## config.mk

```make
export PLATFORM = sky130hd
export DESIGN_NAME = ordered_array_list
export DESIGN_NICKNAME = d
export VERILOG_FILES = /design/src/rtl/oal_pkg.sv /design/src/rtl/oal_cell.sv /design/src/rtl/ordered_array_list.sv
export SDC_FILE = /design/constraint.sdc
export NUM_CORES = 2
export LEC_CHECK = 0
export BUFFER_PORTS_ARGS = -buffer_cell sky130_fd_sc_hd__buf_4
export CORE_MARGIN = 5
export CORE_UTILIZATION = 35
export CTS_CLUSTER_SIZE = 40
export DETAILED_ROUTE_END_ITERATION = 16
export SETUP_SLACK_MARGIN = 0.3
export SLEW_MARGIN = 10
export SYNTH_ARGS = -nofsm -noshare
export SYNTH_HDL_FRONTEND = slang
export SYNTH_SLANG_ARGS = --single-unit
```

## constraint.sdc

```tcl
create_clock -name aclk -period 7.3 [get_ports aclk]
set_input_delay 1.46 -clock aclk [delete_from_list [all_inputs] [get_ports aclk]]
set_output_delay 1.46 -clock aclk [all_outputs]
set_load 0.05 [all_outputs]
```

## src/rtl/oal_pkg.sv

```systemverilog
// ============================================================================
// oal_pkg: shared definitions for the ordered array list
// Operation and status codes, field widths, parameter defaults and the
// control bundle that the list controller sends down the row of cells.
// ============================================================================
package oal_pkg;

    // Fixed widths of the request and result fields.
    localparam int FUNC_W   = 2;
    localparam int POS_W    = 5;
    localparam int VALUE_W  = 32;
    localparam int STATUS_W = 2;
    localparam int INDEX_W  = 4;
    localparam int COUNT_W  = 5;

    // Parameter defaults.
    localparam int CAPACITY_DEF   = 16;
    localparam int DATA_WIDTH_DEF = 32;

    typedef enum logic [FUNC_W-1:0] {
        OP_FIND   = 2'd0,
        OP_INSERT = 2'd1,
        OP_DELETE = 2'd2
    } op_t;

    typedef enum logic [STATUS_W-1:0] {
        ST_DONE      = 2'd0,
        ST_ILLEGAL   = 2'd1,
        ST_FULL      = 2'd2,
        ST_NOT_FOUND = 2'd3
    } status_t;

    // Commands broadcast to every cell for the cycle of an accepted request.
    typedef struct packed {
        logic shift_up;    // insert: open a slot at the position
        logic shift_down;  // delete: close the slot at the position
        logic compare;     // find: capture the match flag
    } cell_ctl_t;

endpackage

```

## src/rtl/oal_cell.sv

```systemverilog
// ============================================================================
// oal_cell: one storage cell of the ordered array list
// Holds one entry, takes the entry of a neighbor when the list shifts, and
// captures whether its live entry equals the searched word.
// ============================================================================
module oal_cell #(
    parameter int IDX        = 0,
    parameter int DATA_WIDTH = oal_pkg::DATA_WIDTH_DEF,
    parameter int CMP_W      = oal_pkg::POS_W
) (
    input  logic                  aclk,
    input  oal_pkg::cell_ctl_t    ctl,
    input  logic [CMP_W-1:0]      pos,
    input  logic [CMP_W-1:0]      len,
    input  logic [DATA_WIDTH-1:0] word,
    input  logic [DATA_WIDTH-1:0] left_entry,
    input  logic [DATA_WIDTH-1:0] right_entry,
    output logic [DATA_WIDTH-1:0] entry,
    output logic                  hit
);
    import oal_pkg::*;

    localparam logic [CMP_W-1:0] IDX_C  = CMP_W'(IDX);
    localparam logic [CMP_W-1:0] IDX1_C = CMP_W'(IDX + 1);

    logic [DATA_WIDTH-1:0] entry_reg;
    logic [DATA_WIDTH-1:0] entry_next;
    logic                  hit_reg;

    // The position is 1-based: this cell sits at position IDX + 1.
    always_comb begin
        entry_next = entry_reg;
        if (ctl.shift_up) begin
            if (IDX_C >= pos) begin
                entry_next = left_entry;
            end else if (IDX1_C == pos) begin
                entry_next = word;
            end
        end else if (ctl.shift_down) begin
            if (IDX1_C >= pos) begin
                entry_next = right_entry;
            end
        end
    end

    always_ff @(posedge aclk) begin
        entry_reg <= entry_next;
        if (ctl.compare) begin
            hit_reg <= (IDX_C < len) && (entry_reg == word);
        end
    end

    assign entry = entry_reg;
    assign hit   = hit_reg;

endmodule

```

## src/rtl/ordered_array_list.sv

```systemverilog
// ============================================================================
// ordered_array_list: fixed-capacity ordered list of words
// Find, insert at a 1-based position, and delete at a 1-based position,
// with one result per request.
// ============================================================================
// The list is a row of CAPACITY cells, one entry per cell. An insert or a
// delete moves every affected entry by one place in the cycle the request is
// accepted, each cell loading from its left or right neighbor. A find makes
// every cell compare its entry against the word in that same cycle and keep a
// match flag; a priority encoder then picks the lowest matching cell from the
// registered flags and the result is loaded into the output register. Every
// request, insert and delete included, passes through the match-flag
// register and the encode stage before its result is loaded, and no new
// request is taken until the encode stage has handed its result over. While
// the output register still holds an unaccepted result, the encode stage
// waits, and the input stays stalled until m_ready frees the register.
// The output register lets a new request be accepted while the previous
// result still waits on m_ready. Values are stored as their low DATA_WIDTH
// bits (zero-extended when DATA_WIDTH is wider than the value port). An
// insert into a full list is rejected with the full status before the
// position is checked; positions outside the list are rejected as illegal,
// and so is the unused operation code. The index field carries the low four
// bits of the first matching index for a successful find and zero otherwise;
// the count field carries the low five bits of the list length after the
// request. Entries hold no reset value and are never read before written.
// ============================================================================
module ordered_array_list #(
    parameter int CAPACITY   = oal_pkg::CAPACITY_DEF,
    parameter int DATA_WIDTH = oal_pkg::DATA_WIDTH_DEF
) (
    input  logic                          aclk,
    input  logic                          aresetn,
    input  logic                          s_valid,
    output logic                          s_ready,
    input  logic [oal_pkg::FUNC_W-1:0]    s_func,
    input  logic [oal_pkg::POS_W-1:0]     s_position,
    input  logic signed [oal_pkg::VALUE_W-1:0] s_value,
    output logic                          m_valid,
    input  logic                          m_ready,
    output logic [oal_pkg::STATUS_W-1:0]  m_status,
    output logic [oal_pkg::INDEX_W-1:0]   m_index,
    output logic [oal_pkg::COUNT_W-1:0]   m_count
);
    import oal_pkg::*;

    localparam int LEN_W = $clog2(CAPACITY + 1);
    localparam int IDX_W = $clog2(CAPACITY);
    localparam int CMP_W = (LEN_W > POS_W) ? LEN_W : POS_W;

    typedef enum logic [1:0] {
        S_IDLE = 2'b01,
        S_EVAL = 2'b10
    } state_t;

    state_t state_reg;
    state_t state_next;

    logic [LEN_W-1:0]    length_reg;
    logic [LEN_W-1:0]    length_next;
    logic                find_reg;
    logic [STATUS_W-1:0] req_status_reg;

    logic                m_valid_reg;
    logic                m_valid_next;
    logic [STATUS_W-1:0] m_status_reg;
    logic [INDEX_W-1:0]  m_index_reg;
    logic [COUNT_W-1:0]  m_count_reg;

    logic                  accept;
    logic                  out_load;
    logic [DATA_WIDTH-1:0] word;
    logic [CMP_W-1:0]      pos_c;
    logic [CMP_W-1:0]      len_c;
    logic [STATUS_W-1:0]   req_status;
    logic                  do_insert;
    logic                  do_delete;
    cell_ctl_t             cell_ctl;

    logic [DATA_WIDTH-1:0] entry [CAPACITY];
    logic [CAPACITY-1:0]   hit;
    logic [IDX_W-1:0]      first_idx;
    logic                  any_hit;
    logic [STATUS_W-1:0]   res_status;
    logic [INDEX_W-1:0]    res_index;

    // The value port is 32 bits and is taken as unsigned bits, so a wider
    // store sees it zero-extended.
    assign word   = DATA_WIDTH'($unsigned(s_value));
    assign pos_c  = CMP_W'(s_position);
    assign len_c  = CMP_W'(length_reg);

    // A request is taken only when the previous one has left the encode
    // stage; the output register decouples this side from m_ready.
    assign s_ready = (state_reg == S_IDLE);
    assign accept  = s_valid && s_ready;

    // Request checks. The full test comes before the position test for an
    // insert, as a full list is reported as such whatever the position.
    always_comb begin
        req_status = ST_DONE;
        do_insert  = 1'b0;
        do_delete  = 1'b0;
        case (s_func)
            OP_FIND: begin
                req_status = ST_DONE;
            end
            OP_INSERT: begin
                if (length_reg == LEN_W'(CAPACITY)) begin
                    req_status = ST_FULL;
                end else if ((pos_c == '0) || (pos_c > CMP_W'(len_c + CMP_W'(1)))) begin
                    req_status = ST_ILLEGAL;
                end else begin
                    do_insert = 1'b1;
                end
            end
            OP_DELETE: begin
                if ((pos_c == '0) || (pos_c > len_c)) begin
                    req_status = ST_ILLEGAL;
                end else begin
                    do_delete = 1'b1;
                end
            end
            default: begin
                req_status = ST_ILLEGAL;
            end
        endcase
    end

    assign cell_ctl.shift_up   = accept && do_insert;
    assign cell_ctl.shift_down = accept && do_delete;
    assign cell_ctl.compare    = accept && (s_func == OP_FIND);

    always_comb begin
        length_next = length_reg;
        if (cell_ctl.shift_up) begin
            length_next = LEN_W'(length_reg + LEN_W'(1));
        end else if (cell_ctl.shift_down) begin
            length_next = LEN_W'(length_reg - LEN_W'(1));
        end
    end

    // The row of cells. The first cell has no left neighbor, and its stand-in
    // input is never selected; the last cell has no right neighbor and keeps its own entry on a delete.
    for (genvar i = 0; i < CAPACITY; i++) begin : g_cell
        logic [DATA_WIDTH-1:0] left_entry;
        logic [DATA_WIDTH-1:0] right_entry;

        if (i == 0) begin : g_first
            assign left_entry = word;
        end else begin : g_left
            assign left_entry = entry[i-1];
        end

        if (i == CAPACITY - 1) begin : g_last
            assign right_entry = entry[i];
        end else begin : g_right
            assign right_entry = entry[i+1];
        end

        oal_cell #(
            .IDX        (i),
            .DATA_WIDTH (DATA_WIDTH),
            .CMP_W      (CMP_W)
        ) u_cell (
            .aclk        (aclk),
            .ctl         (cell_ctl),
            .pos         (pos_c),
            .len         (len_c),
            .word        (word),
            .left_entry  (left_entry),
            .right_entry (right_entry),
            .entry       (entry[i]),
            .hit         (hit[i])
        );
    end

    // Lowest matching cell wins. The match flags were registered in the
    // cycle of acceptance, so this encode has a register on either side.
    always_comb begin
        first_idx = '0;
        for (int i = CAPACITY - 1; i >= 0; i--) begin
            if (hit[i]) begin
                first_idx = IDX_W'(i);
            end
        end
    end

    assign any_hit = |hit;

    always_comb begin
        res_status = req_status_reg;
        res_index  = '0;
        if (find_reg) begin
            if (any_hit) begin
                res_status = ST_DONE;
                res_index  = INDEX_W'(first_idx);
            end else begin
                res_status = ST_NOT_FOUND;
            end
        end
    end

    // The encode stage hands its result over once the output register is
    // free or being emptied in the same cycle.
    assign out_load = (state_reg == S_EVAL) && (!m_valid_reg || m_ready);

    always_comb begin
        state_next = state_reg;
        case (state_reg)
            S_IDLE: begin
                if (accept) begin
                    state_next = S_EVAL;
                end
            end
            S_EVAL: begin
                if (out_load) begin
                    state_next = S_IDLE;
                end
            end
            default: begin
                state_next = S_IDLE;
            end
        endcase
    end

    always_comb begin
        m_valid_next = m_valid_reg;
        if (out_load) begin
            m_valid_next = 1'b1;
        end else if (m_ready) begin
            m_valid_next = 1'b0;
        end
    end

    always_ff @(posedge aclk) begin
        if (!aresetn) begin
            state_reg   <= S_IDLE;
            length_reg  <= '0;
            m_valid_reg <= 1'b0;
        end else begin
            state_reg   <= state_next;
            length_reg  <= length_next;
            m_valid_reg <= m_valid_next;
        end
    end

    always_ff @(posedge aclk) begin
        if (accept) begin
            find_reg       <= (s_func == OP_FIND);
            req_status_reg <= req_status;
        end
        if (out_load) begin
            m_status_reg <= res_status;
            m_index_reg  <= res_index;
            m_count_reg  <= COUNT_W'(length_reg);
        end
    end

    assign m_valid  = m_valid_reg;
    assign m_status = m_status_reg;
    assign m_index  = m_index_reg;
    assign m_count  = m_count_reg;

endmodule

```

# After elaboration in Yosys (flattened, before gate mapping)
# Cells that the tools add are included.
[word_totals]
inputBits = 43
out_inout_bits = 13
regBits = 550
word_cells = 312
[classes]
n_reduce_logical = 67
n_eq_ne = 54
add_sub_neg = 2
mux = 110
order_cmp = 34
n_bitwise = 2
[ops]
columns = ["op", "n"]
rows = [
  ["$mux W32", 77],
  ["$eq A32 B32 Y1", 16],
  ["$ne A3 B1 Y1 const B", 15],
  ["$reduce_and A3 Y1", 15],
  ["$eq A4 B5 Y1 const A", 8],
  ["$ge A4 B5 Y1 const A", 8],
  ["$lt A4 B5 Y1 const A", 8],
  ["$reduce_bool A2 Y1", 18],
  ["$mux W4", 8],
  ["$logic_and A1 B1 Y1", 21],
  ["$eq A3 B5 Y1 const A", 4],
  ["$ge A3 B5 Y1 const A", 4],
  ["$lt A3 B5 Y1 const A", 4],
  ["$reduce_or A16 Y1", 1],
  ["$mux W2", 7],
  ["$mux W3", 4],
  ["$eq A2 B5 Y1 const A", 2],
  ["$ge A1 B5 Y1 const A", 2],
  ["$ge A2 B5 Y1 const A", 2],
  ["$gt A5 B5 Y1", 2],
  ["$lt A1 B5 Y1 const A", 2],
  ["$lt A2 B5 Y1 const A", 2],
  ["$mux W1", 10],
  ["$mux W5", 2],
  ["21 further kinds", 27],
]

# Logic depth before layout (Yosys ltp)
[logic_depth]
ltp_word = 15
mapped_depth = 14

# Cells and area by module
# A second synthesis with hierarchy kept.
[unflattened]
cells_unflattened = 3184
hier_area_um2 = 34215.3
[modules_own_cells]
columns = ["mod", "area_per_inst_um2", "seq_area_each_um2", "cells_each", "n_inst"]
rows = [
  ["oal_cell at g_cell[9].u_cell", 2092.0, 991.0, 189, 1],
  ["oal_cell at g_cell[10].u_cell", 2084.5, 991.0, 189, 1],
  ["oal_cell at g_cell[12].u_cell", 2080.7, 991.0, 188, 1],
  ["oal_cell at g_cell[0].u_cell", 2060.7, 991.0, 188, 1],
  ["oal_cell at g_cell[14].u_cell", 2055.7, 991.0, 186, 1],
  ["oal_cell at g_cell[5].u_cell", 2055.7, 991.0, 188, 1],
  ["oal_cell at g_cell[11].u_cell", 2054.5, 991.0, 188, 1],
  ["oal_cell at g_cell[13].u_cell", 2054.5, 991.0, 186, 1],
  ["oal_cell at g_cell[2].u_cell", 2045.7, 991.0, 186, 1],
  ["oal_cell at g_cell[1].u_cell", 2043.2, 991.0, 187, 1],
  ["oal_cell at g_cell[6].u_cell", 2043.2, 991.0, 186, 1],
  ["oal_cell at g_cell[8].u_cell", 2042.0, 991.0, 225, 1],
  ["oal_cell at g_cell[3].u_cell", 2038.2, 991.0, 187, 1],
  ["oal_cell at g_cell[4].u_cell", 2028.2, 991.0, 189, 1],
  ["3 more rows", "-", "-", "-", "-"],
]

# Worst setup path before layout
# OpenSTA, ideal clock, no wires.
[synth_timing]
path_type = "input to register"
from = "in s_position[0] (netlist name)"
to = "reg g_cell[8].u_cell.entry_reg[0], enable pin"
setup_time_ns = 0.461
arrival_ns = 5.315
cell_stages = 10
slack_ns = 1.524
path_cell_list = "buf_2 inv_1 ha_1 or2_2 a21oi_1 and2_1 clkbuf_1 nor2_1 buf_2 nor3_1"
[synth_via]
elab_chain_len = 8
elab_cells_between_ends = 19
[synth_rtl]
columns = ["element", "line", "text"]
rows = [
  ["start, declared", "ordered_array_list.sv:36", "input logic [oal_pkg::POS_W-1:0] s_position,"],
  ["$gt A5 B5 Y1 / $logic_not A5 Y1 (equally long branches)", "ordered_array_list.sv:110, ordered_array_list.sv:117", ""],
  ["$logic_or A1 B1 Y1", "ordered_array_list.sv:110", "end else if ((pos_c == '0) || (pos_c > CMP_W'(len_c + CMP_W'(1)))) begin"],
  ["$mux W1", "ordered_array_list.sv:110", ""],
  ["$mux W1", "ordered_array_list.sv:108", "if (length_reg == LEN_W'(CAPACITY)) begin"],
  ["$mux W1", "ordered_array_list.sv:103", "case (s_func)"],
  ["$logic_and A1 B1 Y1", "ordered_array_list.sv:129", "assign cell_ctl.shift_up = accept && do_insert;"],
  ["$ne A3 B1 Y1 (no line) / $reduce_bool A2 Y1 (equally long branches)", "-", ""],
  ["$reduce_and A3 Y1 (no line) (*)", "-", ""],
  ["end signal, assigned", "oal_cell.sv:47", "entry_reg <= entry_next;"],
  ["end, declared", "oal_cell.sv:26", "logic [DATA_WIDTH-1:0] entry_reg;"],
]
# Mark *: on every way between the ends. The rest lies on a longest branch, timed or not.
# A chain may end at the register's enable or synchronous reset.

# Final worst setup path
[layout_timing]
from = "in s_position[4] (netlist name)"
to = "reg length_reg[2], in the netlist len_c[2]"
[layout_via]
elab_chain_len = 7
elab_cells_between_ends = 14
[layout_rtl]
columns = ["element", "line", "text"]
rows = [
  ["$gt A5 B5 Y1 / $logic_not A5 Y1 (equally long branches)", "ordered_array_list.sv:110, ordered_array_list.sv:117", ""],
  ["$logic_or A1 B1 Y1", "ordered_array_list.sv:110", ""],
  ["$mux W1", "ordered_array_list.sv:110", ""],
  ["$mux W1", "ordered_array_list.sv:108", ""],
  ["$mux W1", "ordered_array_list.sv:103", ""],
  ["$logic_and A1 B1 Y1", "ordered_array_list.sv:129", ""],
  ["$mux W5 / $reduce_bool A2 Y1 (equally long branches)", "-", ""],
  ["end signal, assigned", "ordered_array_list.sv:242", "length_reg <= length_next;"],
  ["end, declared", "ordered_array_list.sv:58", "logic [LEN_W-1:0] length_reg;"],
]
# Several ways; a longest one is shown, not always the timed one.

==> results.py <==
metrics = {
    "power_and_ir_drop": {
        "p_sw_uw": 1930,
        "swShare_pct": 26.3,
        "p_int_uw": 5400,
        "power_uw": 7320,
        "p_leak_uw": 0.0132,
        "clkPwrFrac_pct": 40.4,
        "power_density_nw_per_um2": 200,
        "seqPwrFrac_pct": 48.4,
        "peakVddDrop_uv": 163,
        "combPwrFrac_pct": 11.1,
    },
    "cts": {
        "cts.sinks": 550,
        "htree_levels": 2,
        "cts_hold_buf": 0,
        "clk_pin_slew_ps": 60,
        "insertion_delay_ps": 640,
        "numCtsBuffers": 60,
        "cts_setup_buffers": 0,
        "cts_tree": "done",
        "cts_resized": 0,
        "clock_path_buffers": 3,
        "root_buffer": "clkbuf_16",
    },
    "detailed_routing": {
        "drt-total-wl_mm": 113,
        "drt_pre_antenna_iters": 5,
        "route.met3.wl_mm": 8.79,
        "detail-route-antenna-nets": 0,
        "post_drt_wl_per_cell_um": 25.5,
        "wl_met1_mm": 47.2,
        "drt_iter0_markers": 2773,
        "top_layer": "met4",
        "drc": 0,
        "dr_wl_met2_mm": 53.3,
        "vias_per_cell": 5.62,
        "routed-via-count": 25000,
    },
    "sta": {
        "finalHoldViolCount": 0,
        "slew_violations": 0,
        "slew_headroom_pct": 19.7,
        "finalSetupViolCount": 0,
        "clock.fmax_mhz": 208,
        "fin_skew_ps": 30.6,
        "setup_tns_ps": 0,
        "rsz0062_at_grt": "no",
        "worst_pin_slew_ps": 1200,
        "finalCritPeriodShare_pct": 66.0,
        "period_minus_slack_ps": 4820,
    },
    "final_layout": {
        "drive_gt1_share_pct": 8.11,
        "final_design_area_no_fill_um2": 36700,
        "fillers": 9472,
        "nNetsFinal": 3186,
        "largest_reg_flops": 512,
        "syn_to_final_growth_pct": 9.50,
    },
    "synth": {
        "synth-edff-count": 542,
        "ys_types": 51,
        "synth_seq_area_share_pct": 49.1,
        "synth.area.top_cells": "edfxtp_1, mux2i_1, xor2_1",
        "netlist_instances": 3260,
        "postSynth.asyncResetShare_pct": 0,
        "syn_nets": 3316,
        "post-synth-top-count-cell": "nand2_1",
        "yosys.area.top_type": "edfxtp_1",
        "syn_avg_cell_area_um2": 10.3,
        "netlist_top_cells_count": "nand2_1, edfxtp_1, o21ai_0, mux2i_1, xor2_1",
        "synth_top_flop_cell": "edfxtp_1",
        "synth_seq_cells": 550,
        "synth_top_area_share_pct": 48.6,
        "netlist_area_um2": 33500,
        "yosysWarnings": 0,
    },
    "worst_setup_path": {
        "r2r_cells": 10,
        "crit_buf_inv": 2,
        "reg2reg_from": "len_c[2]",
        "path_max_fanout": 103,
        "cp.arrival_ps": 5330,
        "slowest_stage": "buf_4",
        "critPathKind": "input port to flop",
        "cp_common_cell": "buf_4",
        "path_cells": "buf_4, ha_1, and3_1, o21ai_0, a32o_1, and2_4, buf_4, nor4_1, or4_1",
        "regToRegSetupSlack_ps": 2540,
        "cp-start-kind": "input port",
        "worstPathRequired_ps": 7810,
        "r2r-end": "len_c[2]",
        "crit_family": "buffers and inverters",
        "cp_slowest_stage_delay_ps": 870,
        "end_kind": "flop",
    },
    "hold_path": {
        "min_from": "req_status_reg[1]",
        "hold_depth": 1,
        "min_to": "m_status[1]",
        "hold_path_class": "flop to flop",
    },
    "grt": {
        "global_route.overflow_total": 0,
        "grt_pass1_wl_mm": 165,
        "grt_pass1_vias": 24400,
        "grtUsageTotal_pct": 21.1,
        "grt_max_degree": 152,
        "antenna_found_initial": 2,
    },
    "job": {
        "cap_violations": 0,
    },
    "floorplanning": {
        "die_h_um": 319,
        "core_um2": 95000,
        "row_count": 113,
        "pin_count": 56,
        "die_x_um": 319,
        "initial_core_util_pct": 35.3,
        "dieArea_um2": 102000,
    },
    "placement": {
        "place_congestion": 0.870,
        "dpl-instance-area_um2": 34800,
        "io_buffers": 55,
        "place.detailed.hpwl_mm": 77.9,
    },
    "outcome": {
        "run_status": "complete, no violations",
    },
}
==> cell usage in the layout (no fill, tap or decap), drive strengths merged, types with 3 or more instances in the layout <==
cell / n
xnor2: 238
nand4: 69
mux2: 32
edfxtp: 542
nand3: 19
mux2i: 384
clkinv: 35
nor2: 91
a31oi: 69
a21o: 3
clkbuf: 75
a2111oi: 6
dfxtp: 8
nor2b: 12
nand2b: 4
and2: 3
ha: 13
o21ai: 395
inv: 15
a21oi: 15
nand2: 622
nor3b: 3
nor3: 17
or4: 7
nor4: 84
xor2: 278
o21a: 3
buf: 109
and3: 8
==> per-stage QoR <==
| stage | utilization [%] | setup slack (ps) | instances | hold WS (ps) |
|---|---|---|---|---|
| 2_1_floorplan | - | 1520 | 3260 | 403 |
| 3_3_place_gp | 36.7 | 1830 | 4333 | 511 |
| 3_5_place_dp | 36.7 | 1810 | 4333 | 512 |
| 4_1_cts | 38.6 | 2480 | 4446 | 528 |
| 5_1_grt | 38.6 | 2240 | 4447 | 564 |
| 6_report | 38.6 | 2480 | 4447 | 531 |
==> power groups by stage <==
| stage | clock network, uW | logic, uW | registers, uW |
|---|---|---|---|
| floorplan | 0 | 571 | 3590 |
| global placement | 0 | 789 | 3610 |
| detailed placement | 0 | 796 | 3610 |
| CTS | 3000 | 801 | 3550 |
| global route | 3120 | 866 | 3550 |
| finish | 2960 | 813 | 3550 |
==> kinds of logic (layout without fill, tap and decap cells) <==
kind of cell               after synthesis  count (layout)  synth area share [%]
and+or+nand+nor                        945             945                  12.3
adders and majority gates               13              13                 0.486
xor gates and xnor gates               516             516                  13.5
DFF                                    550             550                  49.1
muxes                                  416             416                  12.6
AOI/OAI and AO/OA                      504             504                  8.10
other                                    0               1                     0
buffers and inverters                  316             237                  3.98
==> how the worst max path moves through the flow <==
stage / start / slack (ps) / cells after the start / to
6_report: s_position[4] / 2480 / 9 / len_c[2]
4_1_cts: s_position[4] / 2480 / 9 / len_c[2]
3_5_place_dp: s_position[4] / 1810 / 9 / len_c[2]
2_1_floorplan: s_position[0] / 1520 / 10 / g_cell[8].u_cell.entry[0]
5_1_grt: len_c[2] / 2240 / 10 / len_c[2]
3_3_place_gp: s_position[4] / 1830 / 9 / len_c[2]
==> area by class of cell <==
cell class                      instances  area [um^2]  share of cell area [%]
Tap cell                             1265         1580                    4.32
Clock buffer                           75         1600                    4.36
Inverter                               15         56.3                   0.154
Clock inverter                         38          231                   0.631
Sequential cell                       550        16400                    44.8
Multi-Input combinational cell       2394        15900                    43.4
Timing Repair Buffer                  109          856                    2.33
Antenna cell                            1         2.50                 0.00682
==> layer usage <==
| layer | vias to the layer above | global-route usage (%) |
|---|---|---|
| li1 | 11300 | - |
| met1 | 12400 | 28.8 |
| met2 | 1098 | 34.5 |
| met3 | 214 | 3.39 |
| met4 | 0 | 7.27 |
| met5 | - | 0 |
No activity file was read; power rests on OpenSTA's default activity.
